**config.mk**
```make
export PLATFORM = sky130hd
export DESIGN_NAME = ilir_cell
export DESIGN_NICKNAME = d
export VERILOG_FILES = /design/src/sv/ilir_pkg.sv /design/src/sv/ilir_cell.sv
export SDC_FILE = /design/constraint.sdc
export NUM_CORES = 1
export LEC_CHECK = 0
export BUFFER_PORTS_ARGS = -buffer_cell sky130_fd_sc_hd__clkbuf_2
export CAP_MARGIN = 20
export CORE_ASPECT_RATIO = 0.8
export CORE_UTILIZATION = 42
export DETAILED_ROUTE_END_ITERATION = 16
export GPL_ROUTABILITY_DRIVEN = 0
export GPL_TIMING_DRIVEN = 0
export PLACE_DENSITY = 0.85
export SETUP_SLACK_MARGIN = 0.05
export SLEW_MARGIN = 25
export SYNTH_ARGS = -nofsm -noshare
export SYNTH_HDL_FRONTEND = slang
export SYNTH_SLANG_ARGS = --single-unit
```
**constraint.sdc**
```tcl
create_clock -name clk_i -period 6.83 [get_ports clk_i]
set_clock_uncertainty 0.2 [all_clocks]
set_input_delay 0.683 -clock clk_i [delete_from_list [all_inputs] [get_ports clk_i]]
set_output_delay 0.683 -clock clk_i [all_outputs]
set_load 0.02 [all_outputs]
```
**src/sv/ilir_pkg.sv**
```systemverilog
package ilir_pkg;

  localparam int CAPACITY  = 64;
  localparam int WORD_BITS = 32;
  localparam int IDX_W     = 7;
  localparam int LEN_W     = 7;
  localparam int CNT_W     = $clog2(CAPACITY + 1);
  localparam int CMP_W     = (CNT_W > IDX_W) ? CNT_W : IDX_W;
  localparam int GROUP     = 8;
  localparam int NUM_GROUPS = (CAPACITY + GROUP - 1) / GROUP;

  typedef enum logic [2:0] {
    OP_APPEND  = 3'd0,
    OP_INSERT  = 3'd1,
    OP_READ    = 3'd2,
    OP_REMOVE  = 3'd3,
    OP_REPLACE = 3'd4
  } op_e;

  typedef enum logic [1:0] {
    ST_OK    = 2'd0,
    ST_RANGE = 2'd1,
    ST_FULL  = 2'd2
  } status_e;

  typedef logic [WORD_BITS-1:0] word_t;

  typedef struct packed {
    logic             en;
    op_e              op;
    logic [CMP_W-1:0] pos;
    word_t            value;
  } cell_ctrl_t;

endpackage

```
**src/sv/ilir_cell.sv**
```systemverilog
module ilir_cell (
  input  logic                            clk_i,
  input  ilir_pkg::cell_ctrl_t            ctrl_i,
  input  logic [ilir_pkg::CMP_W-1:0]      cell_idx_i,
  input  ilir_pkg::word_t                 left_i,
  input  ilir_pkg::word_t                 right_i,
  output ilir_pkg::word_t                 word_o
);

  ilir_pkg::word_t word_q;
  ilir_pkg::word_t word_d;
  logic            eq;
  logic            gt;

  assign eq = (cell_idx_i == ctrl_i.pos);
  assign gt = (cell_idx_i > ctrl_i.pos);

  always_comb begin
    word_d = word_q;
    case (ctrl_i.op) inside
      ilir_pkg::OP_APPEND, ilir_pkg::OP_REPLACE: begin
        if (eq) word_d = ctrl_i.value;
      end
      ilir_pkg::OP_INSERT: begin
        if (eq) word_d = ctrl_i.value;
        else if (gt) word_d = left_i;
      end
      ilir_pkg::OP_REMOVE: begin
        if (eq || gt) word_d = right_i;
      end
      default: word_d = word_q;
    endcase
  end

  always_ff @(posedge clk_i) begin
    if (ctrl_i.en) word_q <= word_d;
  end

  assign word_o = word_q;

endmodule

```
==> impl_results.md <==
- Hold Slack: about 0.54 ns
- Top cell type by total area after synthesis: edfxtp_1
- Syn_area_per_cell: between 10 and 15 µm²
- Drt total wl: around 4.8 mm
- Max FFs per register: 32
- Post-synth ARST share: 0%
- Num CTS Buffers: 5
- CTS tree: yes
- Worst-Margin Slew: around 0.83 ns
- DRT Pass-1 Iters: 4
- Final nets: between 400 and 500
- PostCTS Resize Cnt: 0
- PwrDens: about 190 mW/mm²
- Htree depth: 2
- Final std cells w/o fill: roughly 350
- CP Class: in -> reg
- Via Count: between 1500 and 2000
- First-pass GRT wire length: 6.541 mm
- Capturing element type of the critical path: flop
- Area contributors post-synth: edfxtp_1, o221a_1, or2_2
- Max cap viols: 0
- Clock Tree Root: clkbuf_8
- Syn Nets: 260
- Cts hold-fix bufs: 0
- Layout cells sized above 1: between 60% and 70%
- Synth Register Bits: 32
- P&R area growth vs syn: 50.00%
- Multiplexer area fraction after synthesis: 0%
- Mapped cell area: approximately 0.0018 mm²
- Post-CTS Setup Bufs: 0
- Final Hold Vio Count: 0
- Initial antenna violation count: 0
- Die Width: roughly 76 µm
- Tot GR Track Use: about a fifth
- Initial DRC Count: 36
- FF+latch area: 960.9 µm²
- Vias in the first global route: approximately 1500
- Die ar.: ~0.0046 mm²
- WL/cell: between 10 and 15 µm
- Final setup viols: 0
- Tmin final: between 2 and 3 ns
- Worst EP arrival: 2.38 ns
- Hold Crit Class: in -> reg
- Core region area: between 0.004 and 0.005 mm²
- Detail Placement HPWL: between 3 and 4 mm
- Post-Synth Adder-Cell Area: about 4.8%
- Top cell type's share of synthesized area: a little over half
- Total grt overflow: 0
- Peak VDD IR: just under 0.0001 V
- Antenna-violating nets left: 0
- Static Leak: about 1.3 nW
- Filler Cell Count: 343
- Ys flop type: edfxtp_1
- RSZ-0062 raised after global routing: no
- Final Max Slew Viols: 0
- Critical path fanouts, max: 32
- Multi-input gate area: slightly below 800 µm²
- Clock slew at reported path FFs: 0.06 ns
- Post-route DRC violation count: 0
- XOR/XNOR share of the synthesized area: 0%
- Synth cell count leaders: edfxtp_1, or2_2, o221a_1
- Cell Rows: 21
- Compound-Gate Fraction of Synth Area: around a quarter
- Largest family of logic cells by synthesized area: compound AO/OA/AOI/OAI gates
- Vias per cell: 5.034
- Register area share after synthesis: roughly 53%
- Clock sinks: 32
- Number of synthesized flops with an enable pin: 32
- Synth cell types: 22
- Die H: ~61 µm
- Total power: between 0.0005 and 0.0006 W
- Mapped Cells: roughly 140
- Starting density of the core: a little over two fifths
- Setup TNS Final: 0 ns
- Status: finished, final reports clean
- Top-level I/O count: 147
- Slew HR: around 44%
- Fin crit share: about two fifths
- Clock buffer depth: 2
- Startpoint Class: primary input
- YS warnings: 0
- Worst EP required: approximately 6.5 ns
- Largest net degree at the start of global routing: 33
- PortBufs: approximately 150
- Dpl cells: ~340
- Post-Synth Simple-Gate Area: 13.69%
- Fmax: roughly 370 MHz
- Diodes inserted: 0
## power breakdown
group	switching [W]	leakage, nW	internal (W)
sequential	0.00000250	0.300	0.000230
combinational	0.0000505	0.936	0.0000584
clock	0.0000654	0.0552	0.000108
## worst paths after layout
check | startpoint | to | slack [ns] | depth (start not counted)
worst min-delay path | ctrl_i[22] | word_o[22] | 0.54 | 2
worst max-delay path | ctrl_i[36] | word_o[9] | 4.15 | 6
## metal layers
layer / up-vias / share of wire [%] / global-route usage, %
met1: 810 / 44 / 22.64
met4: 0 / 1.5 / 5.291
met3: 8 / 7.5 / 6.645
met5: - / 0 / 0
met2: 81 / 47 / 34.57
li1: 858 / - / -
## cell type report
class,count,share of cell area [%]
tap,57,2.613
multi-input combinational,89,28.15
clock inverter,2,1.284
clock buffer,6,2.659
buffer,9,2.201
timing repair buffer,146,26.78
sequential,32,35.21
inverter,8,1.100
## worst max-delay path, cell delays in order
cell and delay [ns]:
clkbuf_2 0.08, inv_1 0.04, ha_1 0.30, nand4_2 0.16, o41ai_1 0.34, o211a_2 0.78
## metrics by stage
stage | instance area [µm²] | utilization [%] | setup WS (ns)
floorplan | 1819 | - | 4.024
global placement | 2621 | 62.74 | 3.591
detailed placement | 2621 | 62.74 | 3.814
CTS | 2729 | 65.32 | 4.110
global route | 2729 | 65.32 | 4.004
finish | 2729 | 65.32 | 4.149
## layout by cell type (no fill, tap or decap), types with 2 or more instances in the layout
master      n
o221a_1    30
inv_1       8
o21ai_0     2
or2_2      32
clkbuf_2  146
o221a_2     2
edfxtp_1   32
buf_2       3
clkbuf_8    5
nand2b_1    2
clkbuf_1    4
nor2_1      2
a21oi_1     2
buf_6       3
ha_1        7
a211oi_1    2
## logic make-up (layout without fill, tap and decap cells)
logic type / Yosys count / in the layout
adders and majority gates: 7 / 7
and+or+nand+nor: 40 / 40
DFF: 32 / 32
AOI/OAI and AO/OA: 42 / 42
buffers and inverters: 17 / 171
Power figures use the tool's default switching activity.
